File: src/hw/rtl/pvfm_pkg.sv
// Shared types, constants and register codes of the pack voltage fault monitor.
`default_nettype none
package pvfm_pkg;

    localparam int PVFM_PACK_COUNT = 6;

    localparam int VOLT_W  = 16;
    localparam int PSUM_W  = 20;
    localparam int SUM_W   = 24;
    localparam int CNT_W   = 4;
    localparam int CFG_IDX_W = 3;

    localparam logic [VOLT_W-1:0] MIN_RELOAD = 16'd50000;
    localparam logic [SUM_W-1:0]  SUM_SAT    = 24'hFFFFFF;

    localparam logic [VOLT_W-1:0] RST_UV_SET  = 16'd28000;
    localparam logic [VOLT_W-1:0] RST_UV_CLR  = 16'd30000;
    localparam logic [VOLT_W-1:0] RST_OV_SET  = 16'd36000;
    localparam logic [VOLT_W-1:0] RST_OV_CLR  = 16'd34000;
    localparam logic [CNT_W-1:0]  RST_LIMIT   = 4'd5;
    localparam logic [VOLT_W-1:0] RST_AUX_LVL = 16'd13500;

    localparam logic [CFG_IDX_W-1:0] CFG_UV_SET  = 3'd0;
    localparam logic [CFG_IDX_W-1:0] CFG_UV_CLR  = 3'd1;
    localparam logic [CFG_IDX_W-1:0] CFG_OV_SET  = 3'd2;
    localparam logic [CFG_IDX_W-1:0] CFG_OV_CLR  = 3'd3;
    localparam logic [CFG_IDX_W-1:0] CFG_LIMIT   = 3'd4;
    localparam logic [CFG_IDX_W-1:0] CFG_AUX_LVL = 3'd5;

    typedef struct packed {
        logic [VOLT_W-1:0] uv_set;
        logic [VOLT_W-1:0] uv_clr;
        logic [VOLT_W-1:0] ov_set;
        logic [VOLT_W-1:0] ov_clr;
        logic [CNT_W-1:0]  limit;
        logic [VOLT_W-1:0] aux_lvl;
    } t_cfg;

    typedef struct packed {
        logic [VOLT_W-1:0] cell_min;
        logic [VOLT_W-1:0] cell_max;
        logic [SUM_W-1:0]  sum;
        logic [VOLT_W-1:0] aux;
    } t_scan;

    typedef struct packed {
        logic [VOLT_W-1:0] cell_min;
        logic [VOLT_W-1:0] cell_max;
        logic [SUM_W-1:0]  sum;
        logic [SUM_W-1:0]  quot_est;
        logic              uv_error;
        logic              ov_error;
        logic              aux_low;
        logic [CNT_W-1:0]  uv_count;
        logic [CNT_W-1:0]  ov_count;
    } t_eval;

endpackage
`default_nettype wire

File: src/hw/rtl/pvfm_cfg.sv
// Configuration register file with reset defaults.
`default_nettype none
module pvfm_cfg
    import pvfm_pkg::*;
(
    input  wire logic                 i_clk,
    input  wire logic                 i_rst_n,
    input  wire logic                 i_wr,
    input  wire logic [CFG_IDX_W-1:0] i_index,
    input  wire logic [VOLT_W-1:0]    i_data,
    output t_cfg                      o_cfg
);

    t_cfg r_cfg;

    always_ff @(posedge i_clk) begin
        if (!i_rst_n) begin
            r_cfg.uv_set  <= RST_UV_SET;
            r_cfg.uv_clr  <= RST_UV_CLR;
            r_cfg.ov_set  <= RST_OV_SET;
            r_cfg.ov_clr  <= RST_OV_CLR;
            r_cfg.limit   <= RST_LIMIT;
            r_cfg.aux_lvl <= RST_AUX_LVL;
        end else if (i_wr) begin
            unique case (i_index)
                CFG_UV_SET:  r_cfg.uv_set  <= i_data;
                CFG_UV_CLR:  r_cfg.uv_clr  <= i_data;
                CFG_OV_SET:  r_cfg.ov_set  <= i_data;
                CFG_OV_CLR:  r_cfg.ov_clr  <= i_data;
                CFG_LIMIT:   r_cfg.limit   <= i_data[CNT_W-1:0];
                CFG_AUX_LVL: r_cfg.aux_lvl <= i_data;
                default: ;
            endcase
        end
    end

    assign o_cfg = r_cfg;

endmodule
`default_nettype wire

File: src/hw/rtl/pvfm_scan.sv
// Running minimum, maximum and saturating sum over a scan, and the scan register.
`default_nettype none
module pvfm_scan
    import pvfm_pkg::*;
(
    input  wire logic              i_clk,
    input  wire logic              i_rst_n,
    input  wire logic              i_accept,
    input  wire logic              i_load,
    input  wire logic [VOLT_W-1:0] i_pack_cell_min,
    input  wire logic [VOLT_W-1:0] i_pack_cell_max,
    input  wire logic [PSUM_W-1:0] i_pack_sum,
    input  wire logic [VOLT_W-1:0] i_aux_voltage,
    input  wire logic              i_last_pack,
    output logic                   o_valid,
    output t_scan                  o_scan
);

    logic [VOLT_W-1:0] r_run_min, n_run_min;
    logic [VOLT_W-1:0] r_run_max, n_run_max;
    logic [SUM_W-1:0]  r_run_sum, n_run_sum;
    logic [SUM_W:0]    sum_wide;
    logic              r_valid;
    t_scan             r_scan;

    always_comb begin
        n_run_min = (i_pack_cell_min < r_run_min) ? i_pack_cell_min : r_run_min;
        n_run_max = (i_pack_cell_max > r_run_max) ? i_pack_cell_max : r_run_max;
        sum_wide  = {1'b0, r_run_sum} + (SUM_W+1)'(i_pack_sum);
        n_run_sum = sum_wide[SUM_W] ? SUM_SAT : sum_wide[SUM_W-1:0];
    end

    always_ff @(posedge i_clk) begin
        if (!i_rst_n) begin
            r_run_min <= MIN_RELOAD;
            r_run_max <= '0;
            r_run_sum <= '0;
        end else if (i_accept) begin
            if (i_last_pack) begin
                r_run_min <= MIN_RELOAD;
                r_run_max <= '0;
                r_run_sum <= '0;
            end else begin
                r_run_min <= n_run_min;
                r_run_max <= n_run_max;
                r_run_sum <= n_run_sum;
            end
        end
    end

    always_ff @(posedge i_clk) begin
        if (!i_rst_n) begin
            r_valid <= 1'b0;
        end else if (i_load) begin
            r_valid <= i_accept && i_last_pack;
        end
    end

    always_ff @(posedge i_clk) begin
        if (i_load && i_accept && i_last_pack) begin
            r_scan.cell_min <= n_run_min;
            r_scan.cell_max <= n_run_max;
            r_scan.sum      <= n_run_sum;
            r_scan.aux      <= i_aux_voltage;
        end
    end

    assign o_valid = r_valid;
    assign o_scan  = r_scan;

endmodule
`default_nettype wire

File: src/hw/rtl/pvfm_eval.sv
// Hysteresis flags, debounce counters, error latches and the quotient estimate.
`default_nettype none
module pvfm_eval
    import pvfm_pkg::*;
#(
    parameter int PACK_COUNT = PVFM_PACK_COUNT
) (
    input  wire logic  i_clk,
    input  wire logic  i_rst_n,
    input  wire logic  i_valid,
    input  wire logic  i_load,
    input  wire t_cfg  i_cfg,
    input  wire t_scan i_scan,
    output logic       o_valid,
    output t_eval      o_eval
);

    localparam int DIV = PACK_COUNT / 2;
    localparam logic [SUM_W:0] RECIP = (SUM_W+1)'((2 ** SUM_W) / DIV);

    function automatic logic [CNT_W-1:0] f_count(
        input logic [CNT_W-1:0] cnt,
        input logic             up,
        input logic [CNT_W-1:0] lim
    );
        logic [CNT_W:0] c;
        c = {1'b0, cnt};
        if (up) begin
            c = c + (CNT_W+1)'(1);
        end else if (c != '0) begin
            c = c - (CNT_W+1)'(1);
        end
        if (c > {1'b0, lim}) begin
            c = {1'b0, lim};
        end
        return c[CNT_W-1:0];
    endfunction

    function automatic logic f_latch(
        input logic             latched,
        input logic [CNT_W-1:0] cnt,
        input logic [CNT_W-1:0] lim
    );
        logic res;
        res = latched;
        if (cnt == lim) begin
            res = 1'b1;
        end else if (cnt == '0) begin
            res = 1'b0;
        end
        return res;
    endfunction

    logic                r_uv_raw, n_uv_raw;
    logic                r_ov_raw, n_ov_raw;
    logic [CNT_W-1:0]    r_uv_cnt, n_uv_cnt;
    logic [CNT_W-1:0]    r_ov_cnt, n_ov_cnt;
    logic                r_uv_lat, n_uv_lat;
    logic                r_ov_lat, n_ov_lat;
    logic                r_aux_lat, n_aux_lat;
    logic [CNT_W-1:0]    lim;
    logic [2*SUM_W:0]    prod;
    logic                r_valid;
    t_eval               r_eval;
    logic                step;

    assign step = i_valid && i_load;

    always_comb begin
        lim = (i_cfg.limit == '0) ? CNT_W'(1) : i_cfg.limit;

        if (i_scan.cell_min <= i_cfg.uv_set) begin
            n_uv_raw = 1'b1;
        end else if (i_scan.cell_min >= i_cfg.uv_clr) begin
            n_uv_raw = 1'b0;
        end else begin
            n_uv_raw = r_uv_raw;
        end

        if (i_scan.cell_max >= i_cfg.ov_set) begin
            n_ov_raw = 1'b1;
        end else if (i_scan.cell_max <= i_cfg.ov_clr) begin
            n_ov_raw = 1'b0;
        end else begin
            n_ov_raw = r_ov_raw;
        end

        n_uv_cnt  = f_count(r_uv_cnt, n_uv_raw, lim);
        n_ov_cnt  = f_count(r_ov_cnt, n_ov_raw, lim);
        n_uv_lat  = f_latch(r_uv_lat, n_uv_cnt, lim);
        n_ov_lat  = f_latch(r_ov_lat, n_ov_cnt, lim);
        n_aux_lat = r_aux_lat || (i_scan.aux < i_cfg.aux_lvl);

        prod = (2*SUM_W+1)'(i_scan.sum) * (2*SUM_W+1)'(RECIP);
    end

    always_ff @(posedge i_clk) begin
        if (!i_rst_n) begin
            r_uv_raw  <= 1'b0;
            r_ov_raw  <= 1'b0;
            r_uv_cnt  <= '0;
            r_ov_cnt  <= '0;
            r_uv_lat  <= 1'b0;
            r_ov_lat  <= 1'b0;
            r_aux_lat <= 1'b0;
        end else if (step) begin
            r_uv_raw  <= n_uv_raw;
            r_ov_raw  <= n_ov_raw;
            r_uv_cnt  <= n_uv_cnt;
            r_ov_cnt  <= n_ov_cnt;
            r_uv_lat  <= n_uv_lat;
            r_ov_lat  <= n_ov_lat;
            r_aux_lat <= n_aux_lat;
        end
    end

    always_ff @(posedge i_clk) begin
        if (!i_rst_n) begin
            r_valid <= 1'b0;
        end else if (i_load) begin
            r_valid <= i_valid;
        end
    end

    always_ff @(posedge i_clk) begin
        if (step) begin
            r_eval.cell_min <= i_scan.cell_min;
            r_eval.cell_max <= i_scan.cell_max;
            r_eval.sum      <= i_scan.sum;
            r_eval.quot_est <= prod[2*SUM_W-1:SUM_W];
            r_eval.uv_error <= n_uv_lat;
            r_eval.ov_error <= n_ov_lat;
            r_eval.aux_low  <= n_aux_lat;
            r_eval.uv_count <= n_uv_cnt;
            r_eval.ov_count <= n_ov_cnt;
        end
    end

    assign o_valid = r_valid;
    assign o_eval  = r_eval;

endmodule
`default_nettype wire

File: src/hw/rtl/pvfm_out.sv
// Quotient correction and the result register.
`default_nettype none
module pvfm_out
    import pvfm_pkg::*;
#(
    parameter int PACK_COUNT = PVFM_PACK_COUNT
) (
    input  wire logic          i_clk,
    input  wire logic          i_rst_n,
    input  wire logic          i_valid,
    input  wire logic          i_load,
    input  wire t_eval         i_eval,
    output logic               o_valid,
    output logic [VOLT_W-1:0]  o_cell_min,
    output logic [VOLT_W-1:0]  o_cell_max,
    output logic [SUM_W-1:0]   o_total_value,
    output logic               o_uv_error,
    output logic               o_ov_error,
    output logic               o_aux_low,
    output logic               o_relay_enable,
    output logic [CNT_W-1:0]   o_uv_count,
    output logic [CNT_W-1:0]   o_ov_count
);

    localparam int DIV = PACK_COUNT / 2;
    localparam logic [SUM_W+2:0] DIV_W = (SUM_W+3)'(DIV);

    logic [SUM_W+2:0] back;
    logic [SUM_W+2:0] rem;
    logic [SUM_W-1:0] quot;
    logic             r_valid;
    t_eval            r_res;
    t_eval            n_res;

    // The estimate is at most one below the true quotient.
    always_comb begin
        back = (SUM_W+3)'(i_eval.quot_est) * DIV_W;
        rem  = (SUM_W+3)'(i_eval.sum) - back;
        quot = i_eval.quot_est + SUM_W'(rem >= DIV_W);
        n_res = i_eval;
        n_res.quot_est = quot;
    end

    always_ff @(posedge i_clk) begin
        if (!i_rst_n) begin
            r_valid <= 1'b0;
        end else if (i_load) begin
            r_valid <= i_valid;
        end
    end

    always_ff @(posedge i_clk) begin
        if (i_load && i_valid) begin
            r_res <= n_res;
        end
    end

    assign o_valid        = r_valid;
    assign o_cell_min     = r_res.cell_min;
    assign o_cell_max     = r_res.cell_max;
    assign o_total_value  = r_res.quot_est;
    assign o_uv_error     = r_res.uv_error;
    assign o_ov_error     = r_res.ov_error;
    assign o_aux_low      = r_res.aux_low;
    assign o_relay_enable = !(r_res.uv_error || r_res.ov_error);
    assign o_uv_count     = r_res.uv_count;
    assign o_ov_count     = r_res.ov_count;

endmodule
`default_nettype wire

File: src/hw/rtl/pack_voltage_fault_monitor_core.sv
// Top level of the pack voltage fault monitor.
//
//   Channel   Direction  Handshake                 Payload
//   input     in         i_valid / o_stall         pack_cell_min/max, pack_sum, aux, last
//   result    out        o_valid / i_stall         scan min/max, total, error bits, counts
//   config    in         i_cfg_valid / o_cfg_ready i_cfg_index, i_cfg_data
//
// One pack item is accepted per cycle while o_stall is low; the scan accumulators
// fold it on acceptance. A last-pack item shows its result through the scan,
// evaluation and result registers; the divide is a reciprocal multiply plus one fix-up.
// Each stage moves when the stage after it is empty or moving, so bubbles close up.
// Reset is synchronous and clears all control state and the monitor flags.
`default_nettype none
module pack_voltage_fault_monitor_core
    import pvfm_pkg::*;
#(
    parameter int PACK_COUNT = PVFM_PACK_COUNT
) (
    input  wire logic                 i_clk,
    input  wire logic                 i_rst_n,
    input  wire logic                 i_valid,
    output logic                      o_stall,
    input  wire logic [VOLT_W-1:0]    i_pack_cell_min,
    input  wire logic [VOLT_W-1:0]    i_pack_cell_max,
    input  wire logic [PSUM_W-1:0]    i_pack_sum,
    input  wire logic [VOLT_W-1:0]    i_aux_voltage,
    input  wire logic                 i_last_pack,
    output logic                      o_valid,
    input  wire logic                 i_stall,
    output logic [VOLT_W-1:0]         o_cell_min,
    output logic [VOLT_W-1:0]         o_cell_max,
    output logic [SUM_W-1:0]          o_total_value,
    output logic                      o_uv_error,
    output logic                      o_ov_error,
    output logic                      o_aux_low,
    output logic                      o_relay_enable,
    output logic [CNT_W-1:0]          o_uv_count,
    output logic [CNT_W-1:0]          o_ov_count,
    input  wire logic                 i_cfg_valid,
    output logic                      o_cfg_ready,
    input  wire logic [CFG_IDX_W-1:0] i_cfg_index,
    input  wire logic [VOLT_W-1:0]    i_cfg_data
);

    t_cfg  cfg;
    t_scan scan;
    t_eval eval_q;
    logic  scan_valid;
    logic  eval_valid;
    logic  rdy_scan;
    logic  rdy_eval;
    logic  rdy_out;
    logic  accept;

    assign rdy_out     = !o_valid || !i_stall;
    assign rdy_eval    = !eval_valid || rdy_out;
    assign rdy_scan    = !scan_valid || rdy_eval;
    assign o_stall     = !rdy_scan;
    assign accept      = i_valid && rdy_scan;
    assign o_cfg_ready = 1'b1;

    pvfm_cfg u_cfg (
        .i_clk   (i_clk),
        .i_rst_n (i_rst_n),
        .i_wr    (i_cfg_valid),
        .i_index (i_cfg_index),
        .i_data  (i_cfg_data),
        .o_cfg   (cfg)
    );

    pvfm_scan u_scan (
        .i_clk           (i_clk),
        .i_rst_n         (i_rst_n),
        .i_accept        (accept),
        .i_load          (rdy_scan),
        .i_pack_cell_min (i_pack_cell_min),
        .i_pack_cell_max (i_pack_cell_max),
        .i_pack_sum      (i_pack_sum),
        .i_aux_voltage   (i_aux_voltage),
        .i_last_pack     (i_last_pack),
        .o_valid         (scan_valid),
        .o_scan          (scan)
    );

    pvfm_eval #(
        .PACK_COUNT (PACK_COUNT)
    ) u_eval (
        .i_clk   (i_clk),
        .i_rst_n (i_rst_n),
        .i_valid (scan_valid),
        .i_load  (rdy_eval),
        .i_cfg   (cfg),
        .i_scan  (scan),
        .o_valid (eval_valid),
        .o_eval  (eval_q)
    );

    pvfm_out #(
        .PACK_COUNT (PACK_COUNT)
    ) u_out (
        .i_clk          (i_clk),
        .i_rst_n        (i_rst_n),
        .i_valid        (eval_valid),
        .i_load         (rdy_out),
        .i_eval         (eval_q),
        .o_valid        (o_valid),
        .o_cell_min     (o_cell_min),
        .o_cell_max     (o_cell_max),
        .o_total_value  (o_total_value),
        .o_uv_error     (o_uv_error),
        .o_ov_error     (o_ov_error),
        .o_aux_low      (o_aux_low),
        .o_relay_enable (o_relay_enable),
        .o_uv_count     (o_uv_count),
        .o_ov_count     (o_ov_count)
    );

endmodule
`default_nettype wire

File: config.mk
export PLATFORM = sky130hd
export DESIGN_NAME = pack_voltage_fault_monitor_core
export DESIGN_NICKNAME = d
export VERILOG_FILES = /design/src/hw/rtl/pvfm_pkg.sv /design/src/hw/rtl/pvfm_cfg.sv /design/src/hw/rtl/pvfm_scan.sv /design/src/hw/rtl/pvfm_eval.sv /design/src/hw/rtl/pvfm_out.sv /design/src/hw/rtl/pack_voltage_fault_monitor_core.sv
export SDC_FILE = /design/constraint.sdc
export NUM_CORES = 1
export LEC_CHECK = 0
export BUFFER_PORTS_ARGS = -buffer_cell sky130_fd_sc_hd__buf_2
export CAP_MARGIN = 20
export CORE_ASPECT_RATIO = 1.1
export CORE_UTILIZATION = 40
export CTS_CLUSTER_SIZE = 30
export DETAILED_ROUTE_END_ITERATION = 10
export RECOVER_POWER = 50
export SLEW_MARGIN = 10
export SYNTH_ARGS = -nofsm -noshare
export SYNTH_HDL_FRONTEND = slang
export SYNTH_SLANG_ARGS = --single-unit
export TNS_END_PERCENT = 100
File: constraint.sdc
create_clock -name i_clk -period 7.6 [get_ports i_clk]
set_input_delay 1.52 -clock i_clk [delete_from_list [all_inputs] [get_ports i_clk]]
set_output_delay 1.52 -clock i_clk [all_outputs]
set_load 0.02 [all_outputs]
-- After elaboration in Yosys (flattened, before gate mapping)
Cells that the tools add are included.
- add/subtract/negate cells: 7
- multiply operators: 2
- magnitude comparators: 10
- eq/ne operators: 7
- muxes and demuxes: 21
- reductions and logical operators: 29
- operator list (cell ; number):
    $mux W16 ; 4
    $mux W24 ; 2
    $mul A24 B23 Y47 const B ; 1
    $ge A16 B16 Y1 ; 2
    $le A16 B16 Y1 ; 2
    $lt A16 B16 Y1 ; 2
    $ge A27 B2 Y1 const B ; 1
    $sub A24 B26 Y27 ; 1
    $add A24 B20 Y25 ; 1
    $mul A23 B2 Y25 const B ; 1
    $add A23 B1 Y24 ; 1
    $mux W5 ; 4
    $gt A16 B16 Y1 ; 1
    $logic_not A4 Y1 ; 3
    $mux W4 ; 3
    $reduce_and A2 Y1 ; 6
    $add A4 B1 Y5 const B ; 2
    $gt A5 B4 Y1 ; 2
    $sub A4 B1 Y5 const B ; 2
    $eq A4 B4 Y1 ; 2
    $mux W1 ; 8
    $reduce_bool A4 Y1 ; 2
    $eq A3 B2 Y1 const B ; 2
    $eq A3 B3 Y1 const B ; 2
    5 further kinds ; 19
- register bits: 385
- bits of input ports: 93
- output and inout port bits: 71
- logic and storage cells: 116

-- Depth between registers and ports, before layout
Gate-level depths: netlist of the first run.
- depth in word-level cells: 9
- depth in mapped cells: 34
- depth with buffers taken out: 34

-- Hierarchy
Synthesis of the first run repeated with hierarchy kept, for this count alone.
- cells, all modules: 2783
- area total of the unflattened synthesis: 29507.0 um^2
- by module, submodules not included (module ; instances ; cells an instance ; area an instance (um^2) ; sequential area each (um^2)):
    pvfm_eval ; 1 ; 1441 ; 14929.3 ; 2982.9
    pvfm_scan ; 1 ; 611 ; 6527.5 ; 3303.2
    pvfm_out ; 1 ; 413 ; 4744.6 ; 2031.9
    pvfm_cfg ; 1 ; 311 ; 3263.1 ; 1681.6
    pack_voltage_fault_monitor_core ; 1 ; 7 ; 42.5 ; 0.0

-- Worst setup path before layout of the first run
No wires, ideal clock.
- kind: input to register
- from: input i_stall
- to: register u_out.r_res (netlist bit u_out.o_aux_low) (enable)
- setup time: 0.594 ns
- arrival time: 6.404 ns
- required time: 7.006 ns
- setup slack: 0.603 ns
- stages on the path: 1
- buffers on the path: 0
- cells stage by stage: a21boi_0
- word-level cells in the longest chain between the ends: 3
- ends and longest elaborated chain (item ; line ; text):
    start, declared ; pack_voltage_fault_monitor_core.sv:29 ; input wire logic i_stall,
    $logic_not A1 Y1 ; pack_voltage_fault_monitor_core.sv:55 ; assign rdy_out = !o_valid || !i_stall;
    $logic_or A1 B1 Y1 ; pack_voltage_fault_monitor_core.sv:55 ;
    $logic_and A1 B1 Y1 ; pvfm_out.sv:53 ; if (i_load && i_valid) begin
    end signal, assigned ; pvfm_out.sv:54 ; r_res <= n_res;
    end, declared ; pvfm_out.sv:32 ; t_eval r_res;
No other way between the ends.
A chain may end at the register's enable or synchronous reset.

-- Worst setup path after layout of the first run
- from: register u_scan.r_scan (netlist bit u_scan.o_scan[23])
- to: register u_eval.r_eval (netlist bit u_eval.o_eval[27]), data pin
- word-level cells in the longest chain between the ends: 1
- ends and longest elaborated chain (item ; line ; text):
    start, declared ; pvfm_scan.sv:24 ; t_scan r_scan;
    $mul A24 B23 Y47 ; pvfm_eval.sv:94 ; prod = (2*SUM_W+1)'(i_scan.sum) * (2*SUM_W+1)'(RECIP);
    net u_eval.prod[40] ; pvfm_eval.sv:62 ; logic [2*SUM_W:0] prod;
    end, declared ; pvfm_eval.sv:64 ; t_eval r_eval;
The timed path passes the listed nets, and every way through them passes these cells.

==> results by group, run 1 <==
Setup path
  • CP Max Fanout: 7
  • Reg2reg setup slack: 420 ps
  • Crit Reg-Reg Startpoint: u_scan.o_scan[23]$_DFFE_PP_
  • Setup crit end: u_eval.o_eval[27]$_DFFE_PP_
  • Reg2Reg Depth: 22
  • Crit. Startpoint: u_scan.o_scan[23]$_DFFE_PP_
  • R2R Path End: u_eval.o_eval[27]$_DFFE_PP_
  • Worst EP arrival: 7530 ps
  • Data required, critical path: 7950 ps
  • Critical Path End Type: flip-flop
  • CP startpoint kind: flip-flop
  • Worst Setup Path Type: flip-flop to flip-flop

Synth
  • Cell count after synthesis: 2695
  • Sequential fraction of the synthesis area: 35.17%
  • Area leader, netlist: edfxtp_1
  • Synth top area share: 24.18%
  • Post-synth net total: 3404
  • Post-synth EDFFs: 229
  • Mapped cell area: 0.02844 sq mm
  • Area contributors post-synth: edfxtp_1, ha_1, fa_1, dfxtp_1, inv_1
  • Synth Warn #: 0
  • Ys flop type: edfxtp_1
  • Yosys reg bits: 385
  • Yosys cell types: 83
  • Async SR Flop Fraction: 0%
  • Syn Area/Cell: 10.55 sq um

Power and ir drop
  • Power Total: 15.49 mW
  • Worst IR Drop VDD: 0.0005298 V
  • Power density over cell area: 485.2 mW/mm^2
  • Leakage power: 14.38 nW

STA
  • Final min period: 7177 ps
  • Period utilization: 94.43%
  • Min Hold Slack: 414.6 ps
  • Max Slew Vio Count: 229
  • Worst rel slew slack: -169.7%
  • Hold Violations, Final: 0
  • Final setup viols: 0
  • Skew final: 37.54 ps
  • Setup TNS: 0 ps
  • Worst-margin pin slew: 4046 ps
  • Fmax: 139.3 MHz
  • RSZ-0062 raised after global routing: no

Route
  • DR iter-0 viols: 956
  • Antenna Nets Post-Route: 0
  • First-pass iteration count of the detailed router: 5
  • Vias per inst: 5.153
  • DRC errors left: 0
  • DR WL/cell: 18.98 microns
  • Routed WL: 73.36 mm
  • DR vias: 19917

GRT
  • GR Util met2: 36.04%
  • Overflow after GRT: 0
  • GRT met3 Usage: 4.027%
  • Initial antenna violation count: 11
  • Gr usage total: 20.35%
  • GRT busiest layer: met2
  • M1 GR Usage: 24.98%
  • Number of global-route vias before repair: 20646
  • First-pass GRT wire length: 114.1 mm
  • Largest net degree at the start of global routing: 74

Clock tree
  • H-tree depth: 2
  • CTS tree: yes
  • Sink Count: 385
  • CTS Hold Bufs: 0
  • Clock root buffer: clkbuf_16
  • Clock buffer depth: 3
  • Cts bufs inserted: 45
  • Clk_lat worst skew: 620 ps
  • Clock transition at path regs: 60 ps

Placement
  • GPL Wtd Cong: 0.9191
  • Port-buffer cells: 162
  • Post-DP HPWL: 59.22 mm
  • Post-placement cell count: 3777

Final layout
  • Most frequent cells in the layout: inv_1, ha_1, edfxtp_1, nand2_1, fa_1
  • Post-route insts no fill: 3865
  • Commonest non-fill, non-tap cell in the layout: inv_1
  • Synth-to-Final Area Change: 12.26%
  • Final Net Count: 3599
  • Fraction of layout cells with a size suffix above 1: 8.814%

Die
  • Die area: 0.07216 sq mm
  • Die height: 281.6 microns
  • Die Wd: 256.2 microns
  • Initial Utilization: 40.44%
  • Row count: 102
  • Ports: 164
  • Core ar.: 0.07032 sq mm

Flow run
  • Max capacitance violation total: 4

Min path
  • Worst hold start: u_eval.o_eval[59]$_DFFE_PP_
  • Worst hold path class: flip-flop to flip-flop

Status
  • Violated checks: max-capacitance violations, max-slew violations
  • Result of the run: complete, but fails checks
==> cells by family (layout without fill, tap and decap cells) <==
logic type      after synthesis  after routing  share of synthesized area [%]
simple gates                514            514                          8.435
flops                       385            385                          35.17
xor+xnor                    101            101                          3.111
compound gates              487            487                          11.75
buf+inv                     543            775                          7.308
other cells                   1              3                        0.01319
mux                          48             48                          1.861
fa+ha+maj                   616            616                          32.36
==> power by group <==
group	switching (mW)	leakage (nW)	internal, mW
sequential	0.136	3.39	2.71
combinational	5.97	10.2	4.39
clock	0.978	0.751	1.31
total	7.08	14.4	8.41
==> worst max-delay path, stage by stage, from the launching register on <==
cell and delay [ps]:
edfxtp_1 530, ha_1 400, inv_1 70, fa_1 510, inv_1 60, fa_1 500, fa_1 560, fa_1 550
inv_1 50, fa_1 500, fa_1 540, inv_1 40, ha_1 340, a21o_1 180, a21o_1 190, o21a_1 210
o21a_1 170, a211oi_1 390, o211ai_1 220, a2111oi_2 470, nor2_1 140, a21oi_1 210, xnor2_1 90
==> synthesized netlist by cell type, types with 4 or more instances <==
library cell and count:
a2111oi_0 6, a211o_1 8, a211oi_1 15, a21o_1 53, a21oi_1 146, a22o_1 46
a31oi_1 15, a41oi_1 4, and3_1 12, buf_1 5, clkbuf_1 36, dfxtp_1 156
edfxtp_1 229, fa_1 199, ha_1 417, inv_1 495, mux2_2 35, mux2i_1 12
nand2_1 220, nand2b_1 37, nand3_1 30, nand4_1 23, nor2_1 96, nor2b_1 19
nor3_1 28, nor3b_1 5, nor4_1 9, o2111ai_1 5, o211ai_1 41, o21a_1 32
o21ai_0 47, o21ai_1 7, o21bai_1 10, o22ai_1 4, o41ai_1 6, or2_1 7
or3_1 9, or4_1 4, xnor2_1 70, xor2_1 31
==> sequential cells by signal, indices dropped and copies added (netlist names), 4 cells and up <==
name                 flops
u_eval.o_eval           90
u_scan.r_run_min        16
u_out.o_ov_count         4
u_eval.r_ov_cnt          4
u_scan.r_run_max        16
u_out.o_cell_min        16
u_cfg.o_cfg             84
u_scan.o_scan           72
u_out.o_total_value     24
u_out.o_cell_max        16
u_out.o_uv_count         4
u_scan.r_run_sum        24
u_eval.r_uv_cnt          4
==> through the flow <==
step	worst slack (ps)	instance area [sq um]	utilization, %
final	423.1	31920	45.40
after CTS	173.3	32030	45.55
after global placement	335.5	30470	43.33
after floorplan	602.6	28440	-
after global routing	77.27	31920	45.40
after detailed placement	219.1	30470	43.33
==> layer usage <==
metal	wire, microns	vias up
met4	2042	18
li1	-	9627
met3	3693	134
met5	118	-
met1	31630	9698
met2	35870	440
==> area by class of cell <==
| cell class | instances | area (sq um) |
|---|---|---|
| antenna | 2 | 5.005 |
| clock buffer | 59 | 1240 |
| clock inverter | 25 | 316.6 |
| fill | 6573 | 38400 |
| inverter | 495 | 1859 |
| multi-input combinational | 1767 | 16400 |
| sequential | 385 | 10000 |
| tap | 936 | 1171 |
| timing repair buffer | 196 | 929.6 |
==> worst min-delay path by stage <==
stage                                                 to  slack [ps]  cells after the start
after floorplan                u_out.o_aux_low$_DFFE_PP_         400                      0
after global placement    u_out.o_cell_max[15]$_DFFE_PP_         400                      0
after detailed placement   u_out.o_cell_max[0]$_DFFE_PP_         400                      0
after CTS                  u_out.o_cell_max[0]$_DFFE_PP_         420                      0
after global routing       u_out.o_cell_max[0]$_DFFE_PP_         420                      0
final                      u_out.o_cell_max[0]$_DFFE_PP_         410                      0
==> timing repair <==
item,4_1_cts,5_1_grt
resized for setup,0,7
endpoints found under the setup margin,0,10
buffers inserted,0,1
No activity file was read; power rests on OpenSTA's default activity.
==> run 2: changes to the inputs <==
--- a/config.mk
+++ b/config.mk
@@ -11,6 +11,7 @@
 export CORE_UTILIZATION = 40
 export CTS_CLUSTER_SIZE = 30
 export DETAILED_ROUTE_END_ITERATION = 10
+export PLACE_DENSITY_LB_ADDON = 0.12
 export RECOVER_POWER = 50
 export SLEW_MARGIN = 10
 export SYNTH_ARGS = -nofsm -noshare
==> run 2 against run 1 <==
Net effect:
- the run still ends with max-capacitance violations, max-slew violations left
- die area unchanged
- largest cell class unchanged
- cell count is 0.26% higher
- critical endpoint unchanged
- sequential share of layout area is 0.16 points lower
- final area grew 0.53%
- clock-buffer cell count decreased by 4
==> results by group, run 2 (synthesized netlist as in run 1, its figures left out) <==
Placement
  • Post-DP HPWL: 61.12 mm (was 59.22 mm)
  • Port-buffer cells: 162 (unchanged)
  • GPL Wtd Cong: 0.9513 (was 0.9191)
  • Pre-CTS setup slack: -82.74 ps (was 219.1 ps)

Route
  • Antenna Nets Post-Route: 0 (unchanged)
  • DR vias: 19768 (was 19917)
  • Routed WL: 75.71 mm (was 73.36 mm)
  • DRC errors left: 0 (unchanged)
  • DR iter-0 viols: 933 (was 956)
  • DR WL/cell: 19.54 microns (was 18.98 microns)
  • Vias per inst: 5.101 (was 5.153)
  • First-pass iteration count of the detailed router: 6 (was 5)

Status
  • Result of the run: complete, but fails checks (unchanged)
  • Violated checks: max-capacitance violations, max-slew violations (unchanged)

Setup path
  • Critical Path End Type: flip-flop (unchanged)
  • Crit. Startpoint: u_scan.o_scan[20]$_DFFE_PP_ (was u_scan.o_scan[23]$_DFFE_PP_)
  • CP peak stage delay: 580 ps (was 560 ps)
  • CP Max Fanout: 5 (was 7)
  • Worst Setup Path Type: flip-flop to flip-flop (unchanged)
  • Top cell by count, worst path: fa_1 (unchanged)
  • Highest-delay cell along the critical path: a2111oi_0 (was fa_1)
  • Reg2reg setup slack: 380 ps (was 420 ps)
  • CP startpoint kind: flip-flop (unchanged)
  • Crit Reg-Reg Startpoint: u_scan.o_scan[20]$_DFFE_PP_ (was u_scan.o_scan[23]$_DFFE_PP_)
  • Worst EP arrival: 7590 ps (was 7530 ps)
  • CP Cell Sequence: clkbuf_1, ha_1, inv_1, fa_1, inv_1, fa_1, inv_1, fa_1, fa_1, fa_1, inv_1, fa_1, ha_1, a21o_1, a21o_1, a21o_1, o21a_1, o21a_1, a211oi_1, o211ai_1, a2111oi_0, nor2_1, a21oi_1, xnor2_1 (was ha_1, inv_1, fa_1, inv_1, fa_1, fa_1, fa_1, inv_1, fa_1, fa_1, inv_1, ha_1, a21o_1, a21o_1, o21a_1, o21a_1, a211oi_1, o211ai_1, a2111oi_2, nor2_1, a21oi_1, xnor2_1)
  • Data required, critical path: 7970 ps (was 7950 ps)

STA
  • Worst rel slew slack: -117.8% (was -169.7%)
  • Skew final: 75.00 ps (was 37.54 ps)
  • Final min period: 7218 ps (was 7177 ps)
  • Period utilization: 94.98% (was 94.43%)
  • Final Worst Setup Slack: 381.9 ps (was 423.1 ps)
  • Max Slew Vio Count: 224 (was 229)
  • Hold Violations, Final: 0 (unchanged)
  • Worst-margin pin slew: 3267 ps (was 4046 ps)
  • RSZ-0062 raised after global routing: no (unchanged)
  • Final setup viols: 0 (unchanged)
  • Fmax: 138.5 MHz (was 139.3 MHz)

Clock tree
  • Clock root buffer: clkbuf_16 (unchanged)
  • H-tree depth: 2 (unchanged)
  • Clock transition at path regs: 70 ps (was 60 ps)
  • Cts bufs inserted: 47 (was 45)
  • Clk_lat worst skew: 630 ps (was 620 ps)
  • Sink Count: 385 (unchanged)
  • CTS tree: yes (unchanged)
  • CTS Hold Bufs: 0 (unchanged)
  • Clock buffer depth: 3 (unchanged)

Final layout
  • Most frequent cells in the layout: inv_1, ha_1, edfxtp_1, nand2_1, fa_1 (unchanged)
  • Final Net Count: 3607 (was 3599)
  • Synth-to-Final Area Change: 12.85% (was 12.26%)
  • Number of flip-flops in the largest register: 90 (unchanged)
  • Total of fill cells in the finished design: 6603 (was 6573)
  • Commonest non-fill, non-tap cell in the layout: inv_1 (unchanged)
  • Fraction of layout cells with a size suffix above 1: 9.534% (was 8.814%)

Power and ir drop
  • Leakage power: 14.49 nW (was 14.38 nW)
  • Power Total: 15.36 mW (was 15.49 mW)
  • Power density over cell area: 478.6 mW/mm^2 (was 485.2 mW/mm^2)
  • Worst IR Drop VDD: 0.0004798 V (was 0.0005298 V)

GRT
  • Initial antenna violation count: 10 (was 11)
  • Number of global-route vias before repair: 20891 (was 20646)
  • Largest net degree at the start of global routing: 74 (unchanged)
  • Overflow after GRT: 0 (unchanged)
  • First-pass GRT wire length: 117.8 mm (was 114.1 mm)
  • Gr usage total: 21.30% (was 20.35%)

Min path
  • Worst hold start: u_eval.o_eval[2]$_DFFE_PP_ (was u_eval.o_eval[59]$_DFFE_PP_)
  • Worst hold path class: flip-flop to flip-flop (unchanged)

Die
  • Ports: 164 (unchanged)
  • Core ar.: 0.07032 sq mm (unchanged)
  • Initial Utilization: 40.44% (unchanged)
  • Die height: 281.6 microns (unchanged)
  • Die Wd: 256.2 microns (unchanged)
  • Row count: 102 (unchanged)
  • Die area: 0.07216 sq mm (unchanged)

Flow run
  • Max capacitance violation total: 5 (was 4)
run 2: changes by cell type in the layout (fill, tap and decap cells not counted), moves of 3 or more:
cell	delta
clkbuf_1	-14
clkinv_1	+5
bufinv_16	+3
buf_4	+3
buf_2	+12
inv_6	+4
run 2: cell type report:
| cell class | instances | area (sq um) | area share [%] |
|---|---|---|---|
| clock buffers | 55 | 1246 | 3.883 |
| multi-input cells | 1767 | 16410 | 51.13 |
| inverters | 495 | 1859 | 5.794 |
| repair buffers | 202 | 978.4 | 3.049 |
| diodes | 2 | 5.005 | 0.01560 |
| clock inverters | 33 | 421.7 | 1.314 |
| well taps | 936 | 1171 | 3.649 |
| flip-flops and latches | 385 | 10000 | 31.16 |
run 2: repair_timing:
| item | 4_1_cts | 5_1_grt |
|---|---|---|
| pin swaps | 1 | 3 |
| setup buffers | 0 | 3 |
| endpoints found under the setup margin | 3 | 7 |
| gates cloned | 0 | 0 |
| gates resized for setup | 3 | 7 |
run 2: worst max-delay path, delay by kind of cell, from the launching register on:
family | cells | cell delay (ps)
XOR/XNOR | 1 | 80
buffers and inverters | 5 | 530
AO/OA/AOI/OAI | 9 | 2230
flip-flops | 1 | 350
adder cells (fa/ha/maj) | 8 | 3620
AND/OR/NAND/NOR | 1 | 160
run 2: metrics by stage:
step / hold slack (ps) / util, % / setup TNS, ps / area [sq um] / std cells
final: 414.0 / 45.64 / 0 / 32090 / 3875
after global routing: 421.4 / 45.64 / 0 / 32090 / 3875
after CTS: 417.4 / 45.77 / 0 / 32180 / 3870
after detailed placement: 404.5 / 43.39 / -204.0 / 30510 / 3782
after global placement: 404.4 / 43.39 / -16.04 / 30510 / 3782
after floorplan: 400.3 / - / 0 / 28440 / 2695
run 2: power by group:
group / internal [mW] / total (mW) / switching, mW / leakage, nW
clock: 1.43 / 2.41 / 0.975 / 0.808
sequential: 2.71 / 2.83 / 0.124 / 3.39
combinational: 4.38 / 10.1 / 5.75 / 10.3
total: 8.51 / 15.4 / 6.85 / 14.5
run 2: metal layers:
layer,vias to the layer above,wire length (microns),global-route usage [%]
li1,9645,-,-
met3,110,3278,3.128
met4,16,1884,6.280
met2,409,38020,38.66
met1,9588,32410,26.05
met5,-,120,0
run 2: final timing paths:
check        depth (start not counted)                             to
max reg2reg                         24    u_eval.o_eval[27]$_DFFE_PP_
max                                 24    u_eval.o_eval[27]$_DFFE_PP_
min reg2reg                          0  u_out.o_ov_count[2]$_DFFE_PP_
min                                  0  u_out.o_ov_count[2]$_DFFE_PP_
